$ cat config.mk
export PLATFORM = sky130hd
export DESIGN_NAME = hdrtm_decode
export DESIGN_NICKNAME = d
export VERILOG_FILES = /design/src/rtl/hdrtm_pkg.sv /design/src/rtl/hdrtm_decode.sv
export SDC_FILE = /design/constraint.sdc
export NUM_CORES = 1
export LEC_CHECK = 0
export ABC_AREA = 1
export BUFFER_PORTS_ARGS = -buffer_cell sky130_fd_sc_hd__buf_2
export CORE_ASPECT_RATIO = 1.25
export CORE_UTILIZATION = 40
export CTS_CLUSTER_DIAMETER = 60
export DETAILED_ROUTE_END_ITERATION = 12
export PLACE_DENSITY = 0.74
export SLEW_MARGIN = 20
export SYNTH_ARGS = -nofsm -noshare
export SYNTH_HDL_FRONTEND = slang
export SYNTH_SLANG_ARGS = --single-unit
$ cat constraint.sdc
create_clock -name i_clk -period 3 [get_ports i_clk]
set_input_delay 0.15 -clock i_clk [delete_from_list [all_inputs] [get_ports i_clk]]
set_output_delay 0.15 -clock i_clk [all_outputs]
set_load 0.01 [all_outputs]
$ cat src/rtl/hdrtm_pkg.sv
package hdrtm_pkg;

    localparam int Channels = 3;
    localparam int MagWidth = 15;
    localparam int CodeWidth = 8;
    localparam int CodeCount = 255;
    localparam logic [MagWidth-1:0] MagInf = 15'h7C00;
    localparam logic [4:0] ExpAllOnes = 5'h1F;

    typedef struct packed {
        logic [Channels-1:0][MagWidth-1:0]  mag;
        logic [Channels-1:0][CodeWidth-1:0] code;
        logic                               last;
    } t_pix;

    // Exact code of a nonnegative half magnitude, positive infinity included.
    // The code is the largest c with c^11 * D^5 <= 255^11 * N^5, where N/D = x/(1+x).
    function automatic logic [CodeWidth-1:0] code_of(input logic [MagWidth-1:0] mag);
        logic [4:0]   ex;
        logic [10:0]  mant;
        logic [4:0]   scale;
        logic [31:0]  num;
        logic [31:0]  den;
        logic [255:0] rhs;
        logic [255:0] lhs;
        logic [255:0] d5;
        logic [7:0]   code;
        logic [7:0]   cand;
        int           i;
        int           b;
        ex = mag[14:10];
        if (ex == ExpAllOnes) begin
            return 8'd255;
        end
        mant  = (ex != 5'd0) ? {1'b1, mag[9:0]} : {1'b0, mag[9:0]};
        scale = (ex != 5'd0) ? ex : 5'd1;
        if (scale < 5'd25) begin
            num = {21'd0, mant};
            den = (32'd1 << (5'd25 - scale)) + num;
        end else begin
            num = {21'd0, mant} << (scale - 5'd25);
            den = num + 32'd1;
        end
        rhs = 256'd1;
        for (i = 0; i < 11; i++) rhs = rhs * 256'd255;
        for (i = 0; i < 5; i++) rhs = rhs * {224'd0, num};
        d5 = 256'd1;
        for (i = 0; i < 5; i++) d5 = d5 * {224'd0, den};
        code = 8'd0;
        for (b = 7; b >= 0; b--) begin
            cand = code | (8'd1 << b);
            lhs = d5;
            for (i = 0; i < 11; i++) lhs = lhs * {248'd0, cand};
            if (lhs <= rhs) code = cand;
        end
        return code;
    endfunction

    // Entry c-1 is the smallest magnitude whose code is at least c.
    function automatic logic [CodeCount-1:0][MagWidth-1:0] build_thresh();
        logic [CodeCount-1:0][MagWidth-1:0] tab;
        logic [15:0] lo;
        logic [15:0] hi;
        logic [15:0] mid;
        int          c;
        int          s;
        for (c = 1; c <= CodeCount; c++) begin
            lo = 16'd0;
            hi = {1'b0, MagInf};
            for (s = 0; s < 16; s++) begin
                if (lo < hi) begin
                    mid = (lo + hi) >> 1;
                    if (code_of(mid[MagWidth-1:0]) >= 8'(c)) hi = mid;
                    else lo = mid + 16'd1;
                end
            end
            tab[c-1] = lo[MagWidth-1:0];
        end
        return tab;
    endfunction

    localparam logic [CodeCount-1:0][MagWidth-1:0] ThreshTab = build_thresh();

endpackage

$ cat src/rtl/hdrtm_decode.sv
module hdrtm_decode (
    input  logic                 i_clk,
    input  logic                 i_rst_n,
    input  logic                 i_valid,
    output logic                 o_ready,
    input  logic [15:0]          i_red_half,
    input  logic [15:0]          i_green_half,
    input  logic [15:0]          i_blue_half,
    input  logic                 i_last_pixel,
    output logic                 o_valid,
    input  logic                 i_ready,
    output hdrtm_pkg::t_pix      o_pix
);
    import hdrtm_pkg::*;

    logic                          r_valid;
    t_pix                          r_pix;
    t_pix                          n_pix;
    logic [Channels-1:0][15:0]     halves;

    assign halves  = {i_blue_half, i_green_half, i_red_half};
    assign o_ready = !r_valid || i_ready;
    assign o_valid = r_valid;
    assign o_pix   = r_pix;

    // Negative values and NaN map to magnitude zero, which yields code zero.
    always_comb begin
        n_pix.last = i_last_pixel;
        for (int c = 0; c < Channels; c++) begin
            n_pix.code[c] = '0;
            if (halves[c][15] || (halves[c][14:0] > MagInf)) begin
                n_pix.mag[c] = '0;
            end else begin
                n_pix.mag[c] = halves[c][14:0];
            end
        end
    end

    always_ff @(posedge i_clk) begin
        if (!i_rst_n) begin
            r_valid <= 1'b0;
        end else if (o_ready) begin
            r_valid <= i_valid;
        end
        if (o_ready && i_valid) begin
            r_pix <= n_pix;
        end
    end

    a_hold: assert property (@(posedge i_clk) disable iff (!i_rst_n)
        r_valid && !i_ready |=> r_valid && $stable(r_pix))
        else $error("decode stage lost a stalled pixel");

    a_clean: assert property (@(posedge i_clk) disable iff (!i_rst_n)
        r_valid |-> (r_pix.code == '0) && (r_pix.mag[0] <= MagInf)
            && (r_pix.mag[1] <= MagInf) && (r_pix.mag[2] <= MagInf))
        else $error("decode stage produced an out-of-range magnitude");

endmodule

==> results of run 1 <==
[report_power, final]
part | total, mW | internal (mW) | leakage [nW] | switching [mW]
Clock | 0.356 | 0.159 | 0.0403 | 0.197
Combinational | 0.197 | 0.0749 | 0.908 | 0.122
Sequential | 0.781 | 0.771 | 0.467 | 0.0101
[worst max path at each step]
stage             from        end  cells after the start
3_5_place_dp   o_valid  o_pix[39]                      2
2_1_floorplan  o_valid   o_pix[0]                      1
6_report       o_valid  o_pix[68]                      2
5_1_grt        o_valid  o_pix[25]                      2
4_1_cts        o_valid  o_pix[39]                      2
3_3_place_gp   o_valid  o_pix[38]                      2
[critical path, delay by kind of cell, from the launching register on]
family,cells,cell delay [ns]
buf+inv,1,0.49
compound gates,1,0.14
flops,1,0.35
[placed cells by master (no fill, tap or decap), drive strengths merged, types with 2 or more instances in the layout]
master,instances
nor2,63
edfxtp,46
nand2,10
clkinv,2
buf,101
inv,50
nand3,6
clkbuf,6
o21ai,3
conb,24
[synth_stat cells]
master / number
nand2_1: 7
nor2_2: 28
nor2_4: 2
a21boi_0: 1
conb_1: 1
o21ai_1: 3
a21oi_1: 1
nor2_1: 33
nand2_2: 3
dfxtp_1: 1
nand3_1: 6
buf_6: 3
edfxtp_1: 46
inv_1: 50
buf_4: 24
[metal layers]
metal / vias up / track usage (%) / wire length, um
met1: 677 / 11.99 / 1296
li1: 792 / - / -
met5: - / 0 / 0
met2: 82 / 25.04 / 2072
met3: 7 / 5.053 / 381
met4: 0 / 6.494 / 83
[state kept, by name, summed over array words and instances, names as in the netlist]
name     count
o_pix       46
o_valid      1
[cells by family (layout without fill, tap and decap cells)]
group	count (synthesis)	after routing	synth area share (%)
compound gates	5	5	1.234
other cells	1	24	0.1681
flops	47	47	62.82
simple gates	79	79	17.78
buf+inv	77	159	18.00
[final cells by class]
class,count,area [um^2]
Timing Repair Buffer,101,508.0
Clock inverter,2,7.507
Tap cell,64,80.08
Fill cell,542,2623
Multi-Input combinational cell,108,525.5
Inverter,50,187.7
Clock buffer,6,72.57
Sequential cell,47,1401
==> flow_metrics.tcl, run 1 <==
set metrics [dict create \
    yosys_warnings 0 \
    status "finished, final reports clean" \
    cts-hold-fix-buffers 0 \
    numCtsBuffers 5 \
    post-route-util_pct 51.48 \
    dieArea_mm2 0.005882 \
    min_from "i_last_pixel" \
    critical_path_class "reg2reg" \
    grt_pass1_vias 1473 \
    drc_errors 0 \
    ctsResizeCount 0 \
    cts_sinks 47 \
    leakage_nw 1.415 \
    timing.reg2reg.setup_slack_ns 1.66 \
    grt_util_all_layers_pct 13.41 \
    grt_max_degree 47 \
    max_slew_margin_pct 62.06 \
    nets 366 \
    ys_ff_latch 47 \
    cts_tree "done" \
    syn_inst 209 \
    p_total_mw 1.334 \
    root_buffer "clkbuf_8" \
    rsz0062_at_grt "no" \
    vdd_drop_max_mv 0.1575 \
    synth.area.top_cells "edfxtp_1, inv_1, buf_4" \
    regToRegStartpoint "o_valid" \
    fp.coreArea_mm2 0.005405 \
    die_x_um 68.80 \
    yosysTopAreaCell "edfxtp_1" \
    diodes 0 \
    max_cap_violations 0 \
    required_ns 2.94 \
    insertion_delay_ns 0.29 \
    grt_overflow_total 0 \
    antenna_left 0 \
    areaGrowthSynthToFinish_pct 24.73 \
    dr_total_vias 1558 \
    ys_seq_area_share_pct 62.82 \
    slowest_stage "buf_4" \
    firstDrtPassIters 6 \
    netlist-cell-type-count 15 \
    clockBufferDepth 2 \
    rows 30 \
    r2r_cells 2 \
    io_buffers 100 \
    setup_viol 0 \
    dp_hpwl_um 2961 \
    power_density_mw_per_mm2 479.4 \
    clk_pin_slew_ns 0.08 \
    finalMaxSlewViolations 0 \
    hp-class "in2reg" \
    crit_path_start_kind "register" \
    fin_crit_sh_pct 44.65 \
    crit_fanout 46 \
    end_kind "register" \
    worst_clock_skew_ns 0.005291 \
    syn_avg_cell_area_um2 10.67 \
    hold_depth 1 \
    post-place-cells 370 \
    synth.top_cell.area_share_pct 61.92 \
    stdcell_area_mm2 0.002783 \
    tightest_slew_ns 0.5691 \
    critPathArrivalTime_ns 1.28 \
    die_h_um 85.50 \
    reg2reg_to "o_pix[68]" \
    max_stage_delay_ns 0.49 \
    gp_congestion 0.7115 \
    pin_count 125 \
    whs_endpoint "o_pix[0]" \
    finalSetupTns_ns 0 \
    cts_setup_buffers 0 \
    fin_crit_ns 1.339 \
    hold_viol 0 \
    fmax_ghz 0.7466 \
    routedWlPerCell_um 10.14 \
    antenna_found_initial 0 \
    start_util_pct 41.27 \
    synth_area_mm2 0.002231 \
    pre_cts_ws_ns 1.647 \
    fin_hold_ws_ns 0.04402 \
    fin_ws_ns 1.661 \
    wl_um 3833 \
    place_area_mm2 0.002703 \
    path_cells "a21oi_4, buf_4" \
    drtIter0Drc 118 \
    drive_gt1_share_pct 44.59 \
    via_per_inst 4.122 \
    grt_pass1_wl_um 5823 \
    stdcell_count 378 \
    cts_htree_levels 2 \
]
(Power assumes the default switching activity.)
==> inputs of run 2 (changes only) <==
- PLACE_DENSITY: 0.74 -> 0.71
- clock period: 3 -> 1.35 ns (I/O delays scaled with it)
==> flow_metrics.tcl, run 2 (synthesis results as in run 1) <==
set metrics [dict create \
    status "finished, final reports clean" \
    final_cell_mix "buf_2, inv_1, edfxtp_1" \
    required_ns 1.32 \
    max_cap_violations 0 \
    die_h_um 85.50 \
    firstDrtPassIters 4 \
    layout_commonest_cell "buf_2" \
    die_x_um 68.80 \
    cts_tree "done" \
    ctsResizeCount 0 \
    diodes 0 \
    grt_max_degree 47 \
    crit_path_start_kind "register" \
    start_util_pct 41.27 \
    p_total_mw 2.974 \
    fin_crit_ns 1.078 \
    post-route-util_pct 51.94 \
    crit_fanout 46 \
    routedWlPerCell_um 10.33 \
    drc_errors 0 \
    antenna_found_initial 0 \
    timing.reg2reg.setup_slack_ns 0.27 \
    drtIter0Drc 151 \
    via_per_inst 4.108 \
    hold_viol 0 \
    hp-class "in2reg" \
    slowest_stage "dfxtp_2" \
    cts_setup_buffers 0 \
    pin_count 125 \
    grt_overflow_total 0 \
    worst_clock_skew_ns 0.005617 \
    dr_total_vias 1557 \
    fp.coreArea_mm2 0.005405 \
    grt_pass1_vias 1433 \
    clockBufferDepth 2 \
    finalMaxSlewViolations 0 \
    io_buffers 100 \
    clk_pin_slew_ns 0.08 \
    setup_viol 0 \
    path_cells "a21oi_4, buf_12" \
    max_stage_delay_ns 0.34 \
    dp_hpwl_um 3034 \
    wl_um 3915 \
    gp_congestion 0.7253 \
    fmax_ghz 0.9280 \
    antenna_left 0 \
    critical_path.top_delay_family "flip-flops" \
    dieArea_mm2 0.005882 \
    critPathArrivalTime_ns 1.05 \
    cts_htree_levels 2 \
    root_buffer "clkbuf_8" \
    insertion_delay_ns 0.29 \
    fin_crit_sh_pct 79.82 \
    largest_reg_flops 46 \
    grt_pass1_wl_um 5989 \
    leakage_nw 1.426 \
    critPathBufInv 1 \
    power_density_mw_per_mm2 1059 \
    grt_util_all_layers_pct 13.98 \
    end_kind "register" \
    drive_gt1_share_pct 45.08 \
    rsz0062_at_grt "no" \
    cts_sinks 47 \
    areaGrowthSynthToFinish_pct 25.86 \
    numCtsBuffers 5 \
    fillers 512 \
    vdd_drop_max_mv 0.3568 \
    critical_path_class "reg2reg" \
    nets 367 \
    rows 30 \
    cts-hold-fix-buffers 1 \
]
## run 2: area by class of cell
cell class                      count  area (um^2)  area share, %
Tap cell                           64        80.08          2.852
Clock buffer                        7        76.32          2.718
Sequential cell                    47         1403          49.96
Timing Repair Buffer              102        530.5          18.89
Clock inverter                      1        5.005         0.1783
Multi-Input combinational cell    108        525.5          18.72
Inverter                           50        187.7          6.684
## run 2: through the flow
stage | worst slack, ns | cell area [um^2] | std cells | hold slack [ns] | TNS, ns
3_5_place_dp | 0.1914 | 2716 | 370 | 0.2476 | 0
5_1_grt | 0.2425 | 2808 | 379 | 0.0009317 | 0
2_1_floorplan | -0.2069 | 2330 | 232 | 0.1664 | -9.518
6_report | 0.2724 | 2808 | 379 | 0.01840 | 0
4_1_cts | 0.2744 | 2808 | 379 | 0.009308 | 0
3_3_place_gp | 0.2078 | 2716 | 370 | 0.2509 | 0
## run 2: final timing paths
path           start         to  depth (start not counted)
min reg2reg  o_valid    o_valid                          2
min          i_rst_n    o_valid                          2
max reg2reg  o_valid  o_pix[53]                          2
max          o_valid  o_pix[53]                          2
## run 2: metal layers
layer	track usage (%)	up-vias	share of wire (%)
li1	-	793	-
met1	13.37	676	37
met2	26.02	80	53
met3	3.856	8	7.5
met4	7.050	0	2.5
met5	0	-	0
## run 2: power by group
| group | switching (mW) | internal (mW) | total [mW] |
|---|---|---|---|
| clock | 0.427 | 0.364 | 0.791 |
| combinational | 0.273 | 0.174 | 0.447 |
| sequential | 0.0227 | 1.71 | 1.74 |
| total | 0.723 | 2.25 | 2.97 |
==> inputs of run 3 (changes only) <==
- ABC_AREA: 1 -> 0
- PLACE_DENSITY: 0.71 -> 0.72
- clock period: 1.35 -> 1 ns (I/O delays scaled with it)
==> flow_metrics.tcl, run 3 <==
set metrics [dict create \
    status "finished, violations left" \
    violations "negative setup slack" \
    clk_pin_slew_ns 0.08 \
    path_cells "nand2b_4, and2_4, buf_12" \
    end_kind "register" \
    drtIter0Drc 120 \
    synth.area.mux_share_pct 0 \
    areaGrowthSynthToFinish_pct 29.80 \
    critPathArrivalTime_ns 1.04 \
    p_total_mw 4.006 \
    critical_path.top_delay_family "flip-flops" \
    cts_sinks 47 \
    dieArea_mm2 0.005760 \
    yosysTopAreaCell "edfxtp_1" \
    final_cell_mix "buf_2, edfxtp_1, and2_1" \
    grt_pass1_vias 1318 \
    vdd_drop_max_mv 0.6178 \
    routedWlPerCell_um 12.45 \
    drive_gt1_share_pct 52.16 \
    drc_errors 0 \
    rows 29 \
    p_clk_share_pct 26.1 \
    leakage_nw 1.217 \
    cts_tree "done" \
    yosysMostFrequentCell "edfxtp_1" \
    rsz0062_at_grt "yes" \
    root_buffer "clkbuf_8" \
    regToRegStartpoint "o_valid" \
    gp_congestion 0.8077 \
    synth_edf_count 46 \
    hold_viol 0 \
    seqCellArea_mm2 0.001403 \
    synth_area_mm2 0.002183 \
    hp-class "in2reg" \
    r2r_cells 3 \
    place_area_mm2 0.002734 \
    crit_path_start_kind "register" \
    fin_ws_ns -0.03013 \
    yosys_warnings 0 \
    diodes 0 \
    hold_depth 3 \
    async_flop_share_pct 0 \
    ys_seq_area_share_pct 64.18 \
    min_from "i_valid" \
    netlist-cell-type-count 17 \
    combPwrFrac_pct 15.3 \
    antenna_found_initial 0 \
    fmax_ghz 0.9707 \
    ctsResizeCount 0 \
    io_buffers 100 \
    fp.coreArea_mm2 0.005152 \
    p_sw_share_pct 23.42 \
    synth_top_family_by_area "simple AND/OR/NAND/NOR gates" \
    ys_top_cells_by_count "edfxtp_1, and2_1, buf_4" \
    layout_commonest_cell "buf_2" \
    grt_pass1_wl_um 5947 \
    synth_compound_gate_area_share_pct 9.628 \
    wl_um 3947 \
    largest_reg_flops 46 \
    dp_hpwl_um 3230 \
    max_cap_violations 0 \
    synth_xor_area_share_pct 0 \
    ys_ff_latch 47 \
    synth.top_cell.area_share_pct 63.27 \
    grt_util_all_layers_pct 14.21 \
    die_h_um 84.60 \
    multiInputGateArea_um2 694.4 \
    syn_inst 142 \
    via_per_inst 4.558 \
    dr_total_vias 1445 \
    clockBufferDepth 2 \
    crit_fanout 19 \
    slowest_stage "dfxtp_2" \
    p_int_mw 3.068 \
    firstDrtPassIters 4 \
    max_stage_delay_ns 0.34 \
    critPathBufInv 1 \
    die_x_um 68.08 \
    insertion_delay_ns 0.29 \
    fillers 467 \
    cts_htree_levels 2 \
    setup_viol 46 \
    whs_endpoint "o_valid" \
    grt_overflow_total 0 \
    switchingPower_uw 938.4 \
    timing.reg2reg.setup_slack_ns -0.03 \
    fin_hold_ws_ns 0.01672 \
    yosys.area_share.simple_pct 17.59 \
    finalMaxSlewViolations 0 \
    synth_ff_type "edfxtp_1" \
    required_ns 1.01 \
    synth.area.top_cells "edfxtp_1, buf_4, and2_1" \
    syn_avg_cell_area_um2 15.38 \
    reg2reg_to "o_pix[52]" \
    numCtsBuffers 5 \
    fin_crit_ns 1.030 \
    start_util_pct 42.37 \
    synthAdderAreaFrac_pct 0 \
    cp.depth 3 \
    pin_count 125 \
    nets 307 \
    fin_crit_sh_pct 103.0 \
    grt_max_degree 20 \
    antenna_left 0 \
    worst_clock_skew_ns 0.007915 \
    power_density_mw_per_mm2 1414 \
    stdcell_area_mm2 0.002834 \
    seqPwrFrac_pct 58.6 \
    critical_path_class "reg2reg" \
]
-- run 3: changes by cell type after synthesis, sizes merged, moves of 3 or more --
cell / before / now
a31oi: 0 / 3
nand3: 6 / 3
a31o: 0 / 3
buf: 27 / 24
o21ai: 3 / 0
a21boi: 1 / 16
and2: 0 / 31
inv: 50 / 1
nor3: 0 / 3
nor4: 0 / 6
nand2: 10 / 0
and3: 0 / 3
nor2: 63 / 0
-- run 3: metrics by stage --
step	TNS (ns)	setup slack [ns]	utilization (%)	cells
floorplan	-9.561	-0.2078	-	165
global placement	-0.7310	-0.02481	53.06	307
detailed placement	-1.288	-0.05329	53.06	307
CTS	-1.607	-0.04413	54.81	316
global route	-2.748	-0.07244	55.00	317
finish	-1.093	-0.03013	55.00	317
-- run 3: cells by family (layout without fill, tap and decap cells) --
family          count (synthesis)  after routing
flops                          47             47
simple gates                   47             47
buf+inv                        25            115
compound gates                 22             22
other cells                     1             24
-- run 3: cell type report --
type	instances	share of cell area (%)
multi-input cells	93	24.50
clock inverters	2	0.2649
clock buffers	6	2.561
repair buffers	106	20.31
well taps	62	2.737
flip-flops and latches	47	49.49
inverters	1	0.1325
-- run 3: worst min-delay path, cell delays in order --
cell	delay, ns
buf_2	0.11
inv_1	0.04
a21boi_0	0.06
-- run 3: worst max path at each step --
stage / startpoint / endpoint / slack [ns]
finish: o_valid / o_pix[52] / -0.03
global route: o_valid / o_pix[52] / -0.07
CTS: o_valid / o_pix[42] / -0.04
detailed placement: i_red_half[3] / o_pix[36] / -0.05
global placement: o_valid / o_pix[42] / -0.02
floorplan: o_valid / o_pix[0] / -0.21
-- run 3: timing repair --
item | CTS | global route
setup buffers | 0 | 0
hold endpoints to repair | 1 | 1
setup endpoints to repair | 46 | 46
hold buffers | 1 | 1
-- run 3: routing by layer --
| metal | vias to the layer above | GRT usage [%] | routed length, um |
|---|---|---|---|
| li1 | 701 | - | - |
| met1 | 666 | 14.73 | 1348 |
| met2 | 74 | 24.96 | 2182 |
| met3 | 4 | 5.163 | 360 |
| met4 | 0 | 5.682 | 55 |
| met5 | - | 0 | 0 |
-- run 3: power by group through the flow --
stage          logic [mW]  registers [mW]  clock network, mW
6_report            0.614            2.35               1.05
5_1_grt             0.673            2.36               1.15
4_1_cts             0.620            2.35               1.08
3_5_place_dp        0.616            2.39                  0
3_3_place_gp        0.604            2.39                  0
2_1_floorplan       0.276            2.47                  0
